File: src/rtl/olrf_pkg.sv
// Shared constants, phase codes and the queue entry type of the list renumbering filter.
`timescale 1ns / 1ps
`default_nettype none
package olrf_pkg;

   localparam logic [7:0] CH_ZERO  = 8'h30;
   localparam logic [7:0] CH_NINE  = 8'h39;
   localparam logic [7:0] CH_DOT   = 8'h2E;
   localparam logic [7:0] CH_SPACE = 8'h20;
   localparam logic [7:0] CH_NL    = 8'h0A;
   localparam logic [3:0] NUM_MAX  = 4'd9;
   localparam logic [3:0] NUM_ONE  = 4'd1;

   localparam int OLRF_QUEUE_DEPTH = 4;

   typedef enum logic [3:0] {
      PH_START = 4'b0001,
      PH_DIGIT = 4'b0010,
      PH_DOT   = 4'b0100,
      PH_MID   = 4'b1000
   } phase_type;

   // One queue entry: up to three output characters of one input item.
   typedef struct packed {
      logic [7:0] char0;
      logic [7:0] char1;
      logic [7:0] char2;
      logic [1:0] count;
      logic       fin;
   } cmd_type;

endpackage
`default_nettype wire

File: src/rtl/ordered_list_renumber_filter_unit.sv
// Ordered-list renumbering filter: one character in per cycle while the command queue has room,
// renumbered list prefixes out. An accepted item's results pass through the command queue and the
// serializer's current-command register. An item's results are emitted one character at a time,
// so the output serializer sets the sustained rate at one result character per cycle while rsp_ready is high.
// The command queue (QUEUE_DEPTH entries) absorbs bursts of multi-character results.
// Reset (synchronous, active high) returns to line start, list number 1, queue empty.
`timescale 1ns / 1ps
`default_nettype none
module ordered_list_renumber_filter_unit
   import olrf_pkg::*;
#(
   parameter int QUEUE_DEPTH = OLRF_QUEUE_DEPTH
) (
   input  wire logic       clock,
   input  wire logic       reset,
   input  wire logic       req_valid,
   output logic            req_ready,
   input  wire logic [7:0] req_in_byte,
   input  wire logic       req_in_final,
   output logic            rsp_valid,
   input  wire logic       rsp_ready,
   output logic [7:0]      rsp_out_byte,
   output logic            rsp_run_last,
   output logic            rsp_text_end
);

   logic    push;
   cmd_type push_cmd;
   logic    q_full;
   logic    q_pop;
   logic    q_not_empty;
   cmd_type q_head;

   olrf_front u_front (
      .clock        (clock),
      .reset        (reset),
      .req_valid    (req_valid),
      .req_ready    (req_ready),
      .req_in_byte  (req_in_byte),
      .req_in_final (req_in_final),
      .q_full       (q_full),
      .push         (push),
      .push_cmd     (push_cmd)
   );

   olrf_queue #(
      .DEPTH (QUEUE_DEPTH)
   ) u_queue (
      .clock     (clock),
      .reset     (reset),
      .push      (push),
      .push_cmd  (push_cmd),
      .full      (q_full),
      .pop       (q_pop),
      .not_empty (q_not_empty),
      .head_cmd  (q_head)
   );

   olrf_back u_back (
      .clock        (clock),
      .reset        (reset),
      .q_not_empty  (q_not_empty),
      .q_head       (q_head),
      .q_pop        (q_pop),
      .rsp_valid    (rsp_valid),
      .rsp_ready    (rsp_ready),
      .rsp_out_byte (rsp_out_byte),
      .rsp_run_last (rsp_run_last),
      .rsp_text_end (rsp_text_end)
   );

endmodule
`default_nettype wire

File: src/rtl/olrf_front.sv
// Front end: tracks the list prefix of each line and turns items into output commands.
`timescale 1ns / 1ps
`default_nettype none
module olrf_front
   import olrf_pkg::*;
(
   input  wire logic       clock,
   input  wire logic       reset,
   input  wire logic       req_valid,
   output logic            req_ready,
   input  wire logic [7:0] req_in_byte,
   input  wire logic       req_in_final,
   input  wire logic       q_full,
   output logic            push,
   output cmd_type         push_cmd
);

   phase_type  phase_ff, phase_in;
   logic [7:0] held_ff, held_in;
   logic [3:0] number_ff, number_in;
   logic       run_ff, run_in;
   logic       accept;
   logic       is_digit;
   logic [3:0] num;
   phase_type  after;
   cmd_type    cmd;

   assign req_ready = !q_full;
   assign accept    = req_valid && req_ready;
   assign is_digit  = (req_in_byte >= CH_ZERO) && (req_in_byte <= CH_NINE);
   assign after     = (req_in_byte == CH_NL) ? PH_START : PH_MID;

   always_comb begin
      num = run_ff ? number_ff : NUM_ONE;
      if (num > NUM_MAX) begin
         num = NUM_MAX;
      end
   end

   always_comb begin
      phase_in  = phase_ff;
      held_in   = held_ff;
      number_in = number_ff;
      run_in    = run_ff;
      cmd       = '{char0: req_in_byte, char1: req_in_byte, char2: req_in_byte,
                    count: 2'd1, fin: req_in_final};
      unique case (phase_ff)
         PH_START: begin
            if (is_digit && !req_in_final) begin
               held_in   = req_in_byte;
               phase_in  = PH_DIGIT;
               cmd.count = 2'd0;
            end else begin
               run_in   = 1'b0;
               phase_in = after;
            end
         end
         PH_DIGIT: begin
            if (req_in_byte == CH_DOT && !req_in_final) begin
               phase_in  = PH_DOT;
               cmd.count = 2'd0;
            end else begin
               run_in    = 1'b0;
               cmd.char0 = held_ff;
               cmd.char1 = req_in_byte;
               cmd.count = 2'd2;
               phase_in  = after;
            end
         end
         PH_DOT: begin
            cmd.count = 2'd3;
            if (req_in_byte == CH_SPACE) begin
               cmd.char0 = CH_ZERO + {4'd0, num};
               cmd.char1 = CH_DOT;
               cmd.char2 = CH_SPACE;
               number_in = (num >= NUM_MAX) ? NUM_MAX : num + 4'd1;
               run_in    = 1'b1;
               phase_in  = PH_MID;
            end else begin
               run_in    = 1'b0;
               cmd.char0 = held_ff;
               cmd.char1 = CH_DOT;
               cmd.char2 = req_in_byte;
               phase_in  = after;
            end
         end
         PH_MID: begin
            phase_in = after;
         end
         default: begin
            phase_in = PH_START;
         end
      endcase
      // end of text: start the next text from reset state
      if (req_in_final) begin
         phase_in  = PH_START;
         number_in = NUM_ONE;
         run_in    = 1'b0;
      end
   end

   assign push     = accept && (cmd.count != 2'd0);
   assign push_cmd = cmd;

   always_ff @(posedge clock) begin
      if (reset) begin
         phase_ff  <= PH_START;
         number_ff <= NUM_ONE;
         run_ff    <= 1'b0;
      end else if (accept) begin
         phase_ff  <= phase_in;
         number_ff <= number_in;
         run_ff    <= run_in;
      end
   end

   always_ff @(posedge clock) begin
      if (accept) begin
         held_ff <= held_in;
      end
   end

`ifndef NO_ASSERTIONS
   a_final_restarts: assert property (@(posedge clock) disable iff (reset)
      accept && req_in_final |=> phase_ff == PH_START && !run_ff)
      else $error("phase not back at line start after end of text");
   a_number_range: assert property (@(posedge clock) disable iff (reset)
      number_ff >= NUM_ONE && number_ff <= NUM_MAX)
      else $error("list number out of range");
`endif

endmodule
`default_nettype wire

File: src/rtl/olrf_queue.sv
// Command queue between the front end and the output serializer.
`timescale 1ns / 1ps
`default_nettype none
module olrf_queue
   import olrf_pkg::*;
#(
   parameter int DEPTH = OLRF_QUEUE_DEPTH
) (
   input  wire logic    clock,
   input  wire logic    reset,
   input  wire logic    push,
   input  wire cmd_type push_cmd,
   output logic         full,
   input  wire logic    pop,
   output logic         not_empty,
   output cmd_type      head_cmd
);

   localparam int PW = (DEPTH > 1) ? $clog2(DEPTH) : 1;
   localparam int CW = $clog2(DEPTH + 1);

   cmd_type        mem_ff [DEPTH];
   logic [PW-1:0]  wr_ptr_ff, rd_ptr_ff;
   logic [CW-1:0]  count_ff;
   logic           do_pop;

   assign full      = count_ff == CW'(DEPTH);
   assign not_empty = count_ff != '0;
   assign head_cmd  = mem_ff[rd_ptr_ff];
   assign do_pop    = pop && not_empty;

   always_ff @(posedge clock) begin
      if (reset) begin
         wr_ptr_ff <= '0;
         rd_ptr_ff <= '0;
         count_ff  <= '0;
      end else begin
         if (push) begin
            wr_ptr_ff <= (wr_ptr_ff == PW'(DEPTH - 1)) ? '0 : wr_ptr_ff + PW'(1);
         end
         if (do_pop) begin
            rd_ptr_ff <= (rd_ptr_ff == PW'(DEPTH - 1)) ? '0 : rd_ptr_ff + PW'(1);
         end
         if (push && !do_pop) begin
            count_ff <= count_ff + CW'(1);
         end else if (do_pop && !push) begin
            count_ff <= count_ff - CW'(1);
         end
      end
   end

   always_ff @(posedge clock) begin
      if (push) begin
         mem_ff[wr_ptr_ff] <= push_cmd;
      end
   end

`ifndef NO_ASSERTIONS
   a_no_overflow: assert property (@(posedge clock) disable iff (reset)
      !(push && full))
      else $error("push into full queue");
   a_count_range: assert property (@(posedge clock) disable iff (reset)
      count_ff <= CW'(DEPTH))
      else $error("queue count out of range");
`endif

endmodule
`default_nettype wire

File: src/rtl/olrf_back.sv
// Back end: emits the characters of each queued command one per cycle while rsp_ready is high.
`timescale 1ns / 1ps
`default_nettype none
module olrf_back
   import olrf_pkg::*;
(
   input  wire logic    clock,
   input  wire logic    reset,
   input  wire logic    q_not_empty,
   input  wire cmd_type q_head,
   output logic         q_pop,
   output logic         rsp_valid,
   input  wire logic    rsp_ready,
   output logic [7:0]   rsp_out_byte,
   output logic         rsp_run_last,
   output logic         rsp_text_end
);

   cmd_type    cur_ff;
   logic       cur_valid_ff;
   logic [1:0] idx_ff;
   logic       last;
   logic       done;

   assign last  = idx_ff == (cur_ff.count - 2'd1);
   assign done  = !cur_valid_ff || (rsp_ready && last);
   assign q_pop = done && q_not_empty;

   always_ff @(posedge clock) begin
      if (reset) begin
         cur_valid_ff <= 1'b0;
         idx_ff       <= 2'd0;
      end else if (done) begin
         cur_valid_ff <= q_not_empty;
         idx_ff       <= 2'd0;
      end else if (rsp_ready) begin
         idx_ff <= idx_ff + 2'd1;
      end
   end

   always_ff @(posedge clock) begin
      if (q_pop) begin
         cur_ff <= q_head;
      end
   end

   always_comb begin
      case (idx_ff)
         2'd0:    rsp_out_byte = cur_ff.char0;
         2'd1:    rsp_out_byte = cur_ff.char1;
         default: rsp_out_byte = cur_ff.char2;
      endcase
   end

   assign rsp_valid    = cur_valid_ff;
   assign rsp_run_last = last;
   assign rsp_text_end = last && cur_ff.fin;

`ifndef NO_ASSERTIONS
   a_index_in_command: assert property (@(posedge clock) disable iff (reset)
      cur_valid_ff |-> cur_ff.count != 2'd0 && idx_ff < cur_ff.count)
      else $error("character index beyond command length");
`endif

endmodule
`default_nettype wire
File: config.mk
export PLATFORM = sky130hd
export DESIGN_NAME = ordered_list_renumber_filter_unit
export DESIGN_NICKNAME = d
export VERILOG_FILES = /design/src/rtl/olrf_pkg.sv /design/src/rtl/ordered_list_renumber_filter_unit.sv /design/src/rtl/olrf_front.sv /design/src/rtl/olrf_queue.sv /design/src/rtl/olrf_back.sv
export SDC_FILE = /design/constraint.sdc
export NUM_CORES = 1
export LEC_CHECK = 0
export BUFFER_PORTS_ARGS = -buffer_cell sky130_fd_sc_hd__buf_2
export CAP_MARGIN = 30
export CORE_MARGIN = 1
export CORE_UTILIZATION = 45
export DETAILED_ROUTE_END_ITERATION = 8
export SETUP_SLACK_MARGIN = 0.2
export SLEW_MARGIN = 20
export SYNTH_ARGS = -nofsm -noshare
export SYNTH_HDL_FRONTEND = slang
export SYNTH_SLANG_ARGS = --single-unit
export TNS_END_PERCENT = 1
File: constraint.sdc
create_clock -name clock -period 12.6 [get_ports clock]
set_clock_uncertainty 0.1 [all_clocks]
set_input_delay 3.15 -clock clock [delete_from_list [all_inputs] [get_ports clock]]
set_output_delay 3.15 -clock clock [all_outputs]
set_load 0.02 [all_outputs]
==> results of run 1 <==
==> worst reg2reg max path: cells and delay by family, from the launching register on <==
kind / cells / cell delay [ns]
AOI/OAI and AO/OA: 2 / 0.31
xor gates and xnor gates: 1 / 0.17
DFF: 1 / 0.54
buffers and inverters: 1 / 0.06
adders and majority gates: 2 / 0.57
and+or+nand+nor: 4 / 1.51
==> cell families after synthesis <==
kind of cell,count (synthesis),synth area share
flops,162,0.683
mux,31,0.0949
simple gates,109,0.0959
buf+inv,41,0.0258
compound gates,60,0.0680
fa+ha+maj,12,0.0230
xor+xnor,7,0.00896
==> metrics by stage <==
stage	worst slack, ns	area (sq um)	hold slack, ns
final	7.08	7770	0.408
after floorplan	6.01	6840	0.367
after detailed placement	6.82	7150	0.394
after CTS	6.97	7760	0.406
after global placement	6.89	7150	0.383
after global routing	6.93	7770	0.432
==> synthesized netlist by cell type, types with 3 or more instances <==
library cell	count
mux4_2	27
clkbuf_1	18
nand3_1	6
mux2i_1	3
o211ai_1	3
ha_1	11
and2_1	8
a21oi_1	6
dfxtp_1	19
a22oi_1	8
nand4_1	3
a31oi_1	5
a211oi_1	3
nand2b_1	7
buf_2	6
nor3b_1	5
xnor2_1	3
xor2_1	4
nor3_1	8
nor4b_1	3
nor2_1	20
or4_1	3
inv_1	13
o21ai_0	7
nand3b_1	3
a221o_1	5
edfxtp_1	143
nand2_1	26
==> per-layer routing <==
layer	up-vias	wire length [um]
li1	1722	-
met4	0	173
met2	97	6600
met3	12	495
met1	1972	6320
met5	-	0
==> path summary, 6_finish.rpt <==
check / endpoint / start / depth (start not counted) / slack, ns
worst min-delay path: u_queue.count_ff[2] / u_queue.count_ff[2] / 2 / 0.41
worst min register to register: u_queue.count_ff[2] / u_queue.count_ff[2] / 2 / 0.41
worst max-delay path: rsp_out_byte[7] / u_back.idx_ff[1] / 6 / 7.08
worst max register to register: u_queue.count_ff[2] / u_front.phase_ff[2] / 10 / 9.28
==> where the power goes <==
part           internal [W]  total, W  switching, W
registers          0.000733  0.000772     0.0000390
clock network      0.000333  0.000532      0.000199
logic              0.000149  0.000378      0.000229
==> state kept, by name (all words and copies together) (netlist names) <==
signal	flops
u_queue.rd_ptr_ff	2
u_back.idx_ff	2
u_back.rsp_valid	1
u_front.phase_ff	4
u_front.run_ff	1
u_queue.count_ff	3
u_back.cur_ff	27
u_queue.wr_ptr_ff	2
u_queue.mem_ff	108
u_front.number_ff	4
u_front.held_ff	8
==> final cells by class <==
class / instances / area (sq um) / share of cell area
Clock buffer: 20 / 437 / 0.0562
Clock inverter: 12 / 179 / 0.0230
Inverter: 13 / 48.8 / 0.00628
Multi-Input combinational cell: 219 / 2010 / 0.259
Sequential cell: 162 / 4680 / 0.602
Tap cell: 184 / 230 / 0.0296
Timing Repair Buffer: 33 / 188 / 0.0242
==> reports/qor.csv, run 1 <==
stage,metric,value,unit
run_status,outcome,completed,
global_routing,total gr overflow,0,
clock_network,Max clock buf depth,2,
route,initial detailed-routing violation count,278,
yosys,sequential element share of the synthesized area,0.683,
layout,final cell count without fillers,643,
clock_network,"Clk Latency, worst-skew pair",0.41,ns
layout,final net count,471,
placed_design,IO Port Bufs,24,
yosys,Mapped Cells,422,
yosys,Synth area leader,edfxtp_1,
layout,share of cells above drive strength 1,0.229,
clock_network,TritonCTS Buffers,17,
global_routing,largest net degree at the start of global routing,33,
sta,"Slew Viols, Final",0,
pwr,PwrDens,217,nW/um^2
placed_design,placed cell count,610,
layout,Fillers,1178,
route,TritonRoute pass-1 iters,5,
placed_design,GPL Wtd Cong,0.819,
worst_setup_path,"Largest delay share family, worst path",simple AND/OR/NAND/NOR gates,
floorplan,core area,14700,sq um
yosys,Post-Syn Area per Cell,16.2,sq um
sta,Final min period,5.52,ns
yosys,unique cell type count in the Yosys netlist,65,
job,max-cap violations,0,
global_routing,initial antenna violation count,0,
yosys,Main synth FF type,edfxtp_1,
yosys,"EDFF count, synth",143,
sta,"Hold Vio Cnt, Final",0,
clock_network,Root Driver,clkbuf_16,
worst_setup_path,critical path cell sequence,inv_1 -> ha_1 -> nor2_1 -> nand2_1 -> nand2_1 -> buf_2,
yosys,Area contributors post-synth,"edfxtp_1, mux4_2, dfxtp_1, ha_1, nand2_1",
route,Vias,3803,
global_routing,gr busiest metal,met2,
clock_network,post-CTS setup buffer count,0,
sta,Final period util,0.438,
route,DR WL/cell,21.1,um
global_routing,vias in the first global route,3845,
pwr,P_leak,2.62,nW
sta,relative slew slack,0.375,
pwr,worst vdd ir,0.108,mV
yosys,Synth warnings,0,
clock_network,H-tree levels,4,
layout,"commonest non-fill, non-tap cells in the layout","edfxtp_1, mux4_2, nand2_1",
sta,Final TNS setup,0,ns
layout,Final Util,0.529,
sta,RSZ-0062 raised after global routing,no,
sta,Final Setup Violations,0,
layout,Area Overhead vs Synth,13.6,%
worst_setup_path,"most used cell, CP",nand2_1,
clock_network,"Reg clk slew, reported paths",0.06,ns
yosys,"Net Count, Synth",447,
sta,Fmax,181,MHz
global_routing,met1 usage,0.259,
floorplan,Die X,125,um
route,DR DRC count,0,
clock_network,cts hold-fix bufs,0,
clock_network,post-CTS resize count,0,
worst_setup_path,Crit Path Max Fanout,9,
global_routing,Global Route met3 Usage,0.0394,
yosys,Post-Syn Area,6840,sq um
route,DRT Wirelength,13.6,mm
worst_setup_path,crit path launch type,flop,
yosys,flop and latch count out of synthesis,162,
placed_design,detailed placement HPWL,8.27,mm
layout,most common library cell in the layout ignoring fill and taps,edfxtp_1,
clock_network,Sink Count,162,
worst_setup_path,"Buf+Inv Stages, Crit Path",2,
global_routing,first-pass GRT wire length,21.8,mm
floorplan,Ports,25,
floorplan,Rows,44,
global_routing,met2 Use GR,0.300,
worst_setup_path,CP peak stage delay,0.62,ns
floorplan,die height,125,um
route,number of nets with antenna violations after routing,0,
worst_setup_path,critical path type,flop to primary output,
clock_network,TritonCTS clock tree,done,
worst_setup_path,WP data required,9.35,ns
yosys,Synth top area share,0.628,
worst_setup_path,CP max-delay cell,nor2_1,
pwr,total power,0.00168,W
yosys,Post-synth ARST share,0,
sta,Slew @ Worst Pin,0.930,ns
global_routing,Total Routing Usage GR,0.189,
worst_hold_path,Hold Path Class,flop to flop,
worst_setup_path,CP endpoint kind,primary output,
route,vias per cell,5.91,
floorplan,DIE AREA,15700,sq um
layout,# diodes,0,
worst_setup_path,worst path arrival time,2.27,ns
floorplan,Starting Density,0.465,
(Power assumes the default switching activity.)
==> run 2: changes to the inputs <==
Clock period 12.6 ns to 5.1 ns, I/O delays scaled along.
==> run 2 against run 1 <==
Net effect:
- cell count shrank 0.16%
- routed wire length shrank 1.4%
- critical path type unchanged
- register-to-register slack lost 7.5 ns
- combinational power grew 150%
- die area is the same
- critical path depth is the same
==> reports/qor.csv, run 2 (synthesized netlist as in run 1, its figures left out) <==
stage,metric,value,unit,change
layout,footprint of the multi-input gates,2010,sq um,unchanged
global_routing,total gr overflow,0,,unchanged
sta,Slew @ Worst Pin,0.982,ns,+0.0520 ns
layout,"commonest non-fill, non-tap cells in the layout","edfxtp_1, mux4_2, nand2_1",,
floorplan,Rows,44,,unchanged
global_routing,first-pass GRT wire length,21.7,mm,-0.57%
sta,Final period util,0.723,,
worst_setup_path,critical path cell sequence,inv_1 -> ha_1 -> nor2_1 -> nand2_1 -> nand2_1 -> buf_2,,
global_routing,vias in the first global route,3909,,+1.7%
route,vias per cell,5.84,,-1.2%
floorplan,core area,14700,sq um,unchanged
worst_setup_path,WP data required,3.72,ns,-5.63 ns
worst_setup_path,CP endpoint kind,primary output,,
placed_design,placed cell count,610,,unchanged
floorplan,Die X,125,um,unchanged
clock_network,"Reg clk slew, reported paths",0.06,ns,about the same
worst_setup_path,Reg-to-Reg End,u_queue.count_ff[2],,
route,number of nets with antenna violations after routing,0,,unchanged
route,DRT Wirelength,13.4,mm,-1.4%
sta,relative slew slack,0.343,,-0.0323
worst_setup_path,critical path type,flop to primary output,,
clock_network,H-tree levels,4,,unchanged
clock_network,cts hold-fix bufs,0,,unchanged
route,DR DRC count,0,,unchanged
clock_network,TritonCTS clock tree,done,,
clock_network,Root Driver,clkbuf_16,,
layout,Final Util,0.523,,-0.00587
sta,Final TNS setup,0,ns,unchanged
sta,"Hold Vio Cnt, Final",0,,unchanged
route,Vias,3751,,-1.4%
layout,Fillers,1180,,+0.17%
pwr,worst vdd ir,0.249,mV,+130%
sta,Final Setup Violations,0,,unchanged
clock_network,"Clk Latency, worst-skew pair",0.42,ns,about the same
floorplan,Starting Density,0.465,,unchanged
job,max-cap violations,0,,unchanged
layout,most common library cell in the layout ignoring fill and taps,edfxtp_1,,
floorplan,Ports,25,,unchanged
worst_setup_path,CP peak stage delay,0.66,ns,+0.04 ns
layout,Largest register FFs,108,,unchanged
worst_hold_path,Hold Path Class,flop to flop,,
route,DR WL/cell,20.9,um,-1.3%
floorplan,DIE AREA,15700,sq um,unchanged
route,WL met3,657,um,+33%
layout,final non-filler cell area,7680,sq um,-1.1%
layout,Area Overhead vs Synth,12.3,%,
sta,Final min period,3.69,ns,
placed_design,GPL Wtd Cong,0.819,,about the same
run_status,outcome,completed,,
global_routing,Total Routing Usage GR,0.188,,-0.000979
clock_network,post-CTS setup buffer count,0,,unchanged
clock_network,TritonCTS Buffers,17,,unchanged
worst_hold_path,WHS Path Cells,2,,unchanged
pwr,PwrDens,517,nW/um^2,+140%
layout,final cell count without fillers,642,,-0.16%
placed_design,IO Port Bufs,24,,unchanged
worst_setup_path,r2r setup slk,1.77,ns,-7.51 ns
route,TritonRoute pass-1 iters,5,,unchanged
sta,Fmax,271,MHz,
worst_hold_path,Hold Crit Start,u_queue.count_ff[2],,
layout,# diodes,0,,unchanged
clock_network,post-CTS resize count,0,,unchanged
pwr,P_leak,2.58,nW,-1.4%
layout,Regs by FF count,"u_queue.mem_ff (108), u_back.cur_ff (27), u_front.held_ff (8)",,
route,initial detailed-routing violation count,329,,+18%
clock_network,Max clock buf depth,2,,unchanged
route,Top Layer Used,met4,,
global_routing,largest net degree at the start of global routing,33,,unchanged
sta,RSZ-0062 raised after global routing,no,,
sta,setup slack after layout,1.41,ns,-5.67 ns
worst_setup_path,CP max-delay cell,nor2_1,,
global_routing,initial antenna violation count,0,,unchanged
layout,Biggest register,u_queue.mem_ff,,
route,met1 wire length,6.10,mm,-3.5%
worst_hold_path,end of the worst hold path,u_queue.count_ff[2],,
floorplan,die height,125,um,unchanged
worst_setup_path,worst path arrival time,2.31,ns,+0.04 ns
placed_design,detailed placement HPWL,8.28,mm,+0.14%
route,metal2 WL,6.48,mm,-1.8%
clock_network,Sink Count,162,,unchanged
worst_setup_path,crit path launch type,flop,,
worst_setup_path,Reg2Reg Depth,10,,unchanged
layout,Seq. cell area,4680,sq um,unchanged
sta,"Slew Viols, Final",0,,unchanged
placed_design,Setup WS pre-CTS,1.21,ns,-5.61 ns
layout,final net count,470,,-0.21%
worst_setup_path,reg2reg start,u_front.phase_ff[2],,
worst_setup_path,Crit Path Max Fanout,9,,unchanged
placed_design,placed inst area,7150,sq um,unchanged
layout,share of cells above drive strength 1,0.234,,+0.00487
worst_setup_path,"most used cell, CP",nand2_1,,
-- run 2: changes by cell type in the layout (fill, tap and decap cells not counted), moves of 2 or more --
cell	delta
clkinv_4	+4
bufinv_16	-4
clkinv_2	+3
clkbuf_1	-2
-- run 2: metal layers --
metal / global-route usage / vias up
met2: 0.302 / 108
met3: 0.0501 / 14
met1: 0.249 / 1913
li1: - / 1716
met5: 0 / -
met4: 0.0638 / 0
-- run 2: layout make-up --
cell class                      count  area share
Clock buffer                       18      0.0558
Clock inverter                     14      0.0140
Inverter                           13     0.00635
Multi-Input combinational cell    219       0.262
Sequential cell                   162       0.608
Tap cell                          184      0.0300
Timing Repair Buffer               32      0.0234
-- run 2: how the worst max path moves through the flow --
| stage | from | endpoint | slack, ns | depth (start not counted) |
|---|---|---|---|---|
| after floorplan | req_in_byte[4] | u_queue.mem_ff[0][0] | 0.38 | 5 |
| after global placement | req_in_byte[2] | u_queue.count_ff[2] | 1.26 | 11 |
| after detailed placement | req_in_byte[2] | u_queue.count_ff[2] | 1.21 | 11 |
| after CTS | u_back.idx_ff[1] | rsp_out_byte[7] | 1.33 | 6 |
| after global routing | u_back.idx_ff[1] | rsp_out_byte[7] | 1.30 | 6 |
| final | u_back.idx_ff[1] | rsp_out_byte[4] | 1.41 | 6 |
-- run 2: report_power, final --
group          internal, W  switching [W]
logic             0.000369       0.000561
clock network     0.000627       0.000512
registers          0.00181      0.0000942
total              0.00281        0.00117
-- run 2: metrics by stage --
| stage | hold WS (ns) | total power (W) |
|---|---|---|
| final | 0.401 | 0.00397 |
| after global routing | 0.438 | 0.00418 |
| after CTS | 0.404 | 0.00403 |
| after detailed placement | 0.394 | 0.00289 |
| after global placement | 0.383 | 0.00287 |
| after floorplan | 0.367 | 0.00259 |
-- run 2: critical path: cells and delay by family (launching register included) --
| kind | cells | cell delay (ns) |
|---|---|---|
| adder cells (fa/ha/maj) | 1 | 0.38 |
| buffers and inverters | 2 | 0.24 |
| flip-flops | 1 | 0.36 |
| AND/OR/NAND/NOR | 3 | 0.90 |
